===== config.mk =====
export PLATFORM = sky130hd
export DESIGN_NAME = mcft_mul
export DESIGN_NICKNAME = d
export VERILOG_FILES = /design/src/design/mcft_mul.sv
export SDC_FILE = /design/constraint.sdc
export NUM_CORES = 2
export LEC_CHECK = 0
export ABC_CLOCK_PERIOD_IN_PS = 14500
export BUFFER_PORTS_ARGS = -buffer_cell sky130_fd_sc_hd__buf_2
export CORE_MARGIN = 2
export CORE_UTILIZATION = 40
export CTS_CLUSTER_DIAMETER = 40
export DETAILED_ROUTE_END_ITERATION = 10
export GPL_TIMING_DRIVEN = 1
export PLACE_DENSITY_LB_ADDON = 0.3
export SETUP_SLACK_MARGIN = 0.15
export SLEW_MARGIN = 20
export SYNTH_ARGS = -nofsm -noshare
export SYNTH_HDL_FRONTEND = slang
export SYNTH_SLANG_ARGS = --single-unit

===== constraint.sdc =====
create_clock -name clk_i -period 14.5 [get_ports clk_i]
set_input_delay 0.725 -clock clk_i [delete_from_list [all_inputs] [get_ports clk_i]]
set_output_delay 0.725 -clock clk_i [all_outputs]
set_load 0.05 [all_outputs]

===== src/design/mcft_mul.sv =====
module mcft_mul (
  input  logic               clk_i,
  input  logic               en_i,
  input  logic signed [31:0] a_i,
  input  logic signed [31:0] b_i,
  output logic signed [63:0] prod_o
);

  logic signed [63:0] prod_q;

  always_ff @(posedge clk_i) begin
    if (en_i) prod_q <= 64'(a_i) * 64'(b_i);
  end

  assign prod_o = prod_q;

endmodule


; After elaboration in Yosys (flattened, before gate mapping)
; Cells that the tools add are included.
[word_totals]
latch_bits = 0
inputBits = 66
register_bits = 64
romBits = 0
mem_bits_rw = 0
output_inout_bits = 64
word_cells = 2
memories = 0
[classes]
div = 0
multipliers = 1
reduce_logical = 0
bitwise = 0
muxes = 0
order_cmp = 0
n_addsub = 0
shifts = 0
n_eq_ne = 0
[op_table]
columns = op, count
row1 = $mul A32 B32 Y64, 1

; Depth between registers and ports, before layout
[logic_depth]
word_depth = 1
mapped_depth = 28
mapped_depth_nobuf = 27

; Worst setup path before layout
; Ideal clock, no wire load.
[synth_timing]
path_type = input to register
from = in b_i[2]
to = reg prod_q[62], in the netlist prod_o[62], data pin
stages = 24
path_buffers = 1
setup_time_ns = 0.269
t_required_ns = 14.231
t_arrival_ns = 7.853
slack_ns = 6.378
cell_sequence = clkbuf_1 -> nand2_1 -> inv_1 -> fa_1 -> fa_1 -> fa_1 -> fa_1 -> inv_1 -> fa_1 -> inv_1 -> fa_1 -> inv_1 -> fa_1 -> inv_1 -> fa_1 -> ha_1 -> and3_1 -> nand2_1 -> or3_1 -> o22a_1 -> o211ai_1 -> a31oi_1 -> o31ai_1 -> xor2_1
[synth_via]
elab_chain_cells = 1
[synth_lines]
columns = element, line_no
row1 = "start, declared", 5  ; input logic signed [31:0] b_i,
row2 = $mul A32 B32 Y64, 12  ; if (en_i) prod_q <= 64'(a_i) * 64'(b_i);
row3 = "end signal, assigned", 12
row4 = "end, declared", 9  ; logic signed [63:0] prod_q;
; No other way between the ends.
; A chain may end at the register's enable or synchronous reset.

; Worst setup path in the final report
[layout_timing]
from = in a_i[31]
to = reg prod_q[60], in the netlist prod_o[60], data pin
[layout_via]
elab_chain_cells = 1
[layout_lines]
columns = element, line_no
row1 = "start, declared", 4  ; input logic signed [31:0] a_i,
row2 = $mul A32 B32 Y64, 12
; No other way between the ends.

==> flow_metrics.py <==
metrics = {
    "outcome": {
        "status": "finished clean",
    },
    "synthesis": {
        "ys_warn_count": 0,
        "syn_inst": 3884,
        "syn_area_um2": 37900,
        "synth.avg_cell_area_um2": 9.75,
        "synth-main-ff-cell": "edfxtp_1",
        "synthArstFlopShare_pct": 0,
        "synth-edff-count": 64,
        "ys_seq_area_share_pct": 5.07,
        "synth_fp_nets": 5216,
        "synth-seq-cells": 64,
        "synth_cell_types": 63,
    },
    "timing": {
        "fin_crit_sh_pct": 62.0,
        "setup_viol_count_final": 0,
        "setup_tns_ns": 0,
        "rsz0062_at_grt": "false",
        "clock.fmax_mhz": 111,
        "maxSlewViolCount": 0,
        "hold_viol_final": 0,
        "fin_crit_ns": 9.00,
        "slew_headroom_pct": 40.4,
        "worstMarginPinSlew_ns": 0.894,
        "whs_ns": 1.08,
        "timing.final.ws_setup_ns": 5.50,
    },
    "routing": {
        "viasPerCell": 5.00,
        "drc_errors": 0,
        "drt_iter0_markers": 1201,
        "wl_mm": 99.3,
        "drtAntennaViolNets": 0,
        "wl_per_cell_um": 19.5,
        "vias": 25500,
        "firstDrtPassIters": 5,
    },
    "die": {
        "coreArea_um2": 93600,
        "placementRows": 112,
        "chipWidth_um": 312,
        "dieArea_um2": 97200,
        "die_y_um": 312,
        "io_pins": 130,
        "floorplan.initialDensity_pct": 40.5,
    },
    "clocking": {
        "numCtsBuffers": 9,
        "cts-root-buf": "clkbuf_16",
        "htree_levels": 3,
        "cts_resized": 0,
        "postCtsSetupBuffers": 0,
        "cts_buffer_depth": 2,
        "hold_buffers": 0,
        "cts_sinks": 64,
        "clk_pin_slew_worst_paths_ns": 0.06,
        "cts_tree": "yes",
    },
    "min_path": {
        "whs_path_depth": 3,
        "hold_path_class": "primary input to flop",
    },
    "critical_path": {
        "crit_required_ns": 14.59,
        "worstSetupStartpointType": "primary input",
        "endpoint": "prod_o[60]",
        "critPathKind": "primary input to flop",
        "cp_data_arrival_time_ns": 9.09,
        "crit_fanout": 32,
        "crit_start": "a_i[31]",
        "endpoint_kind": "flop",
    },
    "place": {
        "pre_cts_ws_ns": 5.20,
        "globalplace.congestion": 0.883,
        "dp_cells": 5085,
        "dp_hpwl_mm": 81.6,
        "io_buffers": 129,
    },
    "job": {
        "cap_violations": 0,
    },
    "grt": {
        "antenna_found_initial": 4,
        "grt_use_total_pct": 21.4,
        "grt_pass1_wl_mm": 161,
        "overflow": 0,
        "grt_start_max_net_pins": 65,
        "grt_pass1_vias": 28700,
    },
    "finish": {
        "fin_cells": 5102,
        "drive_above_1_share_pct": 4.81,
        "n_fill_cell": 9271,
        "largest_reg_flops": 64,
        "layout_common_cells": "1082 x fa_1, 952 x inv_1, 516 x and2_1",
        "area_growth_pct": 5.13,
        "final_common_cell": "fa_1",
        "nets": 5174,
    },
}
[kinds of logic after synthesis]
kind of cell / Yosys count / share of synthesized area, %
XOR/XNOR: 75 / 1.73
adder cells (fa/ha/maj): 1266 / 63.3
buffers and inverters: 1152 / 11.4
flip-flops: 64 / 5.07
AO/OA/AOI/OAI: 193 / 3.41
AND/OR/NAND/NOR: 1134 / 15.1
[cell type report]
type / count / area, um2 / share of cell area, %
repair buffers: 147 / 781 / 1.96
well taps: 1254 / 1570 / 3.94
diodes: 1 / 2.50 / 0.00628
multi-input cells: 2668 / 31600 / 79.4
inverters: 952 / 3570 / 8.97
clock buffers: 9 / 225 / 0.566
flip-flops and latches: 64 / 1920 / 4.83
clock inverters: 7 / 119 / 0.298
[cells in the mapped netlist, types with 4 or more instances]
| cell type | instances | share of area, % |
|---|---|---|
| edfxtp_1 | 64 | 5.1 |
| a21oi_1 | 68 | 0.90 |
| xnor2_1 | 53 | 1.2 |
| o21a_1 | 4 | 0.079 |
| nor3_1 | 6 | 0.079 |
| and3_1 | 7 | 0.12 |
| clkbuf_1 | 195 | 1.9 |
| and2_1 | 516 | 8.5 |
| xor2_1 | 22 | 0.51 |
| nand2b_1 | 9 | 0.15 |
| or3_1 | 4 | 0.066 |
| nor2_1 | 42 | 0.42 |
| nand3_1 | 15 | 0.20 |
| nand2_1 | 511 | 5.1 |
| o31ai_1 | 6 | 0.12 |
| ha_1 | 184 | 6.1 |
| o21bai_1 | 15 | 0.30 |
| inv_1 | 952 | 9.4 |
| a211oi_1 | 4 | 0.079 |
| o21ai_0 | 28 | 0.37 |
| a31oi_1 | 12 | 0.20 |
| fa_1 | 1082 | 57 |
| nand4_1 | 7 | 0.12 |
| a21o_1 | 23 | 0.46 |
[critical path: stages]
cell and delay, ns:
buf_2 0.47, nand2_1 0.26, inv_1 0.14, fa_1 0.40, inv_1 0.23, fa_1 0.46, inv_1 0.22, fa_1 0.50
fa_1 0.85, inv_1 0.40, fa_1 0.59, inv_1 0.06, fa_1 0.53, inv_1 0.05, fa_1 0.47, inv_1 0.05
fa_1 0.44, ha_1 0.39, and3_1 0.22, nand2_1 0.08, or3_1 0.38, o211ai_1 0.52, a2111oi_1 0.17, o21bai_1 0.19
a21oi_1 0.10, xnor2_1 0.14
[stage by stage]
| stage | instance area (um2) | util [%] |
|---|---|---|
| CTS | 39800 | 42.5 |
| floorplan | 37900 | - |
| global placement | 39500 | 42.2 |
| detailed placement | 39500 | 42.2 |
| global route | 39800 | 42.5 |
| finish | 39800 | 42.5 |
[layer usage]
layer | wire length [um] | vias to the layer above | track usage, %
met5 | 22 | - | 0
met4 | 4690 | 4 | 8.59
met3 | 3220 | 203 | 1.96
met2 | 53500 | 643 | 39.1
met1 | 37800 | 13600 | 25.7
li1 | - | 11000 | -
[worst min path at each step]
stage	from	end	slack (ns)
floorplan	en_i	prod_o[0]	0.84
global placement	prod_o[3]	prod_o[3]	1.27
detailed placement	prod_o[1]	prod_o[1]	1.26
CTS	a_i[0]	prod_o[0]	1.06
global route	a_i[0]	prod_o[0]	1.08
finish	a_i[0]	prod_o[0]	1.08
Power is not shown: default switching activity piles up to over one toggle a cycle in this logic, so the estimate is an artifact.
