### config.mk
export PLATFORM = sky130hd
export DESIGN_NAME = mcft_ram
export DESIGN_NICKNAME = d
export VERILOG_FILES = /design/src/design/mcft_ram.sv
export SDC_FILE = /design/constraint.sdc
export NUM_CORES = 2
export LEC_CHECK = 0
export BUFFER_PORTS_ARGS = -buffer_cell sky130_fd_sc_hd__buf_2
export CORE_MARGIN = 3
export CORE_UTILIZATION = 60
export DETAILED_ROUTE_END_ITERATION = 16
export GPL_ROUTABILITY_DRIVEN = 0
export HOLD_SLACK_MARGIN = 0.06
export PLACE_DENSITY_LB_ADDON = 0.25
export SYNTH_ARGS = -nofsm -noshare
export SYNTH_HDL_FRONTEND = slang
export SYNTH_SLANG_ARGS = --single-unit
### constraint.sdc
create_clock -name clk_i -period 5.17 [get_ports clk_i]
set_clock_uncertainty 0.05 [all_clocks]
set_input_delay 0.7755 -clock clk_i [delete_from_list [all_inputs] [get_ports clk_i]]
set_output_delay 0.7755 -clock clk_i [all_outputs]
set_load 0.005 [all_outputs]
### src/design/mcft_ram.sv
module mcft_ram #(
  parameter int WIDTH = 32,
  parameter int DEPTH = 57
) (
  input  logic                     clk_i,
  input  logic                     we_i,
  input  logic [$clog2(DEPTH)-1:0] waddr_i,
  input  logic [WIDTH-1:0]         wdata_i,
  input  logic                     re_i,
  input  logic [$clog2(DEPTH)-1:0] raddr_i,
  output logic [WIDTH-1:0]         rdata_o
);

  logic [WIDTH-1:0] mem_q [DEPTH];
  logic [WIDTH-1:0] rdata_q;

  always_ff @(posedge clk_i) begin
    if (we_i) mem_q[waddr_i] <= wdata_i;
    if (re_i) rdata_q <= mem_q[raddr_i];
  end

  assign rdata_o = rdata_q;

endmodule

# Yosys cells after proc, flatten, opt, wreduce, memory -nomap -nowiden
# Memory sizes are Yosys's and may differ from the RTL's. A register that Yosys moved wholly into a read port is not among the register bits.
# Cells that the tools add are included.
[classes]
multipliers = 0
n_eq_ne = 0
div = 0
reduce_logical = 0
addsub = 0
shift = 0
bitwise_logic = 0
n_mux = 2
order_cmp = 0
[op_table]
columns = ["op", "count"]
rows = [
  ["$mux 1", 2],
]
[word_totals]
latchBits = 0
romBits = 0
n_memories = 1
wordCells = 3
register_bits = 0
mem_bits_rw = 1824
[memory_table]
columns = ["name", "words", "word_bits", "rd", "rd_ports_with_merged_regs", "write_ports", "line", "text"]
rows = [
  ["mem_q", 57, 32, 1, 1, 1, "14", "logic [WIDTH-1:0] mem_q [DEPTH];"],
]

# Depth between registers and ports, before layout
[logic_depth]
depth_word = 2
mapped_depth = 10
ltp_nobuf = 5

# Worst setup path before layout
# No wires, ideal clock.
[synth_path]
path_kind = "in2reg"
startpoint = "input waddr_i[4]"
endpoint = "memory mem_q[32][0] (enable)"
n_path_buf = 1
stages = 4
t_arrival_ns = 3.461
required_time_ns = 4.659
path_slack_ns = 1.198
path_cell_list = "clkbuf_1 -> nor2_1 -> nand4b_1 -> nor3_1"
[synth_rtl]
columns = ["item", "line", "text"]
rows = [
  ["start: declaration", "7", "input logic [$clog2(DEPTH)-1:0] waddr_i,"],
  ["end: declaration", "14", ""],
]
# No word-level cell before the write port.

==> load_flow_metrics.sql <==
INSERT INTO impl_metrics (metric_group, metric, value, unit) VALUES
('cts', 'cts_inserted_buffers', '172', ''),
('logic_synthesis', 'synth_top_family_by_area', 'multiplexers', ''),
('routing', 'drt-pass1-iter-count', '6', ''),
('cts', 'cts.sink_count', '1856', ''),
('worst_setup_path', 'critical-path-max-stage-delay', '970', 'ps'),
('routing', 'totalWireLength', '168', 'mm'),
('worst_setup_path', 'r2r_setup_slack', '2860', 'ps'),
('worst_setup_path', 'worstSetupPathType', 'in -> reg', ''),
('logic_synthesis', 'yosys.area_share.xor_xnor', '0', ''),
('floorplan', 'dieArea', '122000', 'sq um'),
('logic_synthesis', 'synth_top_area_frac', '0.788', ''),
('worst_setup_path', 'crit_path_cell_chain', 'buf_2, or3_1, o22ai_1, a211oi_1, nand2_1, o311ai_1', ''),
('logic_synthesis', 'synthesis.instances', '3129', ''),
('grt', 'grt.overflow.total', '0', ''),
('worst_setup_path', 'critical_path.reg2reg.startpoint', 'mem_q[40][17]', ''),
('grt', 'global_route.usage.total', '0.283', ''),
('power_and_ir_drop', 'report.power.total', '30300', 'uW'),
('power_and_ir_drop', 'cellPowerDensity', '384', 'nW/um^2'),
('logic_synthesis', 'post_synth_fa_ha_maj_area_fraction', '0', ''),
('routing', 'dr_total_vias', '34000', ''),
('logic_synthesis', 'synth.distinct_cells', '47', ''),
('worst_setup_path', 'cp.arrival', '3790', 'ps'),
('worst_setup_path', 'cp_max_fo', '26', ''),
('worst_setup_path', 'regToRegEndpoint', 'rdata_o[17]', ''),
('logic_synthesis', 'synth_top_flop_cell', 'edfxtp_1', ''),
('final_layout', 'final_util', '0.677', ''),
('logic_synthesis', 'synthSimpleGateAreaFrac', '0.0184', ''),
('cts', 'clkTransAtPathRegs', '60', 'ps'),
('worst_hold_path', 'min_path_type', 'reg -> reg', ''),
('worst_setup_path', 'startpoint_class_of_the_critical_path', 'primary input', ''),
('cts', 'post_cts_buffers', '0', ''),
('routing', 'detail-route-antenna-nets', '0', ''),
('power_and_ir_drop', 'irDropWorstVdd', '0.358', 'mV'),
('cts', 'max-clock-path-buffers', '3', ''),
('cts', 'htree_levels', '4', ''),
('cts', 'post_cts_resize_count', '0', ''),
('logic_synthesis', 'avgSynthCellArea', '22.6', 'sq um'),
('logic_synthesis', 'seq_area_frac_synth', '0.788', ''),
('status', 'run_status', 'finished clean', ''),
('logic_synthesis', 'mappedNetlistNets', '3176', ''),
('place', 'dp_hpwl', '95.6', 'mm'),
('final_layout', 'layout_commonest_cell', 'edfxtp_1', ''),
('floorplan', 'floorplan.die.width', '349', 'um'),
('final_layout', 'most-common-layout-cells', 'edfxtp_1, mux4_2, clkbuf_16', ''),
('floorplan', 'floorplan.rows', '125', ''),
('grt', 'grt_pass1_vias', '35000', ''),
('final_layout', 'area_growth', '11.6', '%'),
('cts', 'cts_hold_repair.buffers', '0', ''),
('final_layout', 'multi_input_comb_area', '14500', 'sq um'),
('timing', 'tightest_slew', '1290', 'ps'),
('logic_synthesis', 'synthMuxAreaShare', '0.152', ''),
('worst_hold_path', 'min-delay-start', 'mem_q[56][25]', ''),
('worst_hold_path', 'timing.hold.worst_path_depth', '2', ''),
('logic_synthesis', 'asyncSetResetFlopFracSynth', '0', ''),
('logic_synthesis', 'synth_enable_flop_cells', '1856', ''),
('timing', 'timing.final.max_slew_violations', '0', ''),
('grt', 'grt_first_pass_wirelength', '244', 'mm'),
('timing', 'post-route-period-util', '0.637', ''),
('routing', 'drt_iter0_markers', '4369', ''),
('worst_setup_path', 'critical_path_buf_inv_count', '1', ''),
('timing', 'finalWorstPathRequiredPeriod', '3290', 'ps'),
('worst_setup_path', 'timing.critical_path.slowest_stage_cell', 'or3_1', ''),
('worst_hold_path', 'worst_hold_endpoint', 'rdata_o[25]', ''),
('logic_synthesis', 'synth_seq_cells', '1856', ''),
('grt', 'grt_antenna_before_repair', '9', ''),
('worst_setup_path', 'critical_path.endpoint_type', 'flip-flop', ''),
('grt', 'largest_net_degree_at_the_start_of_global_routing', '80', ''),
('place', 'io_buffer_count', '78', ''),
('timing', 'timing.slew.headroom', '0.139', ''),
('worst_setup_path', 'timing.critical_path.max_delay_family', 'simple AND/OR/NAND/NOR gates', ''),
('floorplan', 'initial_utilization', '0.607', '');
## cell usage after synthesis, drive strengths merged (4+ instances only)
cell and n:
edfxtp 1856, mux4 424, nor2 108, buf 104, mux2i 101, clkbuf 73, nand2 62, o22ai 44
a211oi 42, a22o 42, o21ai 35, a21oi 33, nor2b 33, nand3 27, a22oi 24, o311ai 18
mux2 15, nor3 14, o2111ai 9, nand2b 8, a311o 6, nand3b 6, or4 6, o211ai 4
## state kept, by name (all words and copies together) (netlist names)
name     cells
rdata_o     32
mem_q     1824
## worst register-to-register path: cells and delay by family, from the launching register on
| family | cells | cell delay (ps) |
|---|---|---|
| compound gates | 3 | 1150 |
| flops | 1 | 380 |
| mux | 1 | 460 |
## routing by layer
layer	share of wire	global-route usage	up-vias
li1	-	-	13700
met1	0.37	0.394	18100
met2	0.49	0.446	1947
met3	0.11	0.0726	301
met4	0.030	0.0937	6
met5	0.00024	0	-
## cell families after synthesis
| kind of cell | Yosys count |
|---|---|
| compound gates | 276 |
| buf+inv | 178 |
| flops | 1856 |
| mux | 540 |
| simple gates | 279 |
## stage by stage
stage	setup slack (ps)	std cells	hold WS, ps
3_5_place_dp	1120	4668	547
6_report	1880	4983	563
4_1_cts	1960	4979	564
5_1_grt	1810	4981	588
2_1_floorplan	1200	3129	520
3_3_place_gp	1160	4668	541
## layout make-up
type / instances / share of cell area
well taps: 1524 / 0.0242
repair buffers: 192 / 0.0184
clock buffers: 218 / 0.0586
flip-flops and latches: 1856 / 0.706
inverters: 1 / 0.0000476
diodes: 4 / 0.000127
multi-input cells: 1095 / 0.183
clock inverters: 93 / 0.00956
## worst max-delay path by stage
stage                     from      endpoint  slack, ps  depth (start not counted)
floorplan           waddr_i[4]  mem_q[32][0]       1200                          4
global placement    raddr_i[0]   rdata_o[17]       1160                          6
detailed placement  raddr_i[0]   rdata_o[17]       1120                          6
CTS                 raddr_i[0]   rdata_o[17]       1960                          6
global route        raddr_i[0]    rdata_o[2]       1810                          7
finish              raddr_i[4]   rdata_o[28]       1880                          6
## power by group
part | switching [uW] | internal, uW | leakage (uW)
registers | 50.1 | 16700 | 0.0167
logic | 914 | 519 | 0.00531
clock network | 5250 | 6910 | 0.00264
total | 6220 | 24100 | 0.0247
No activity file was read; power rests on OpenSTA's default activity.
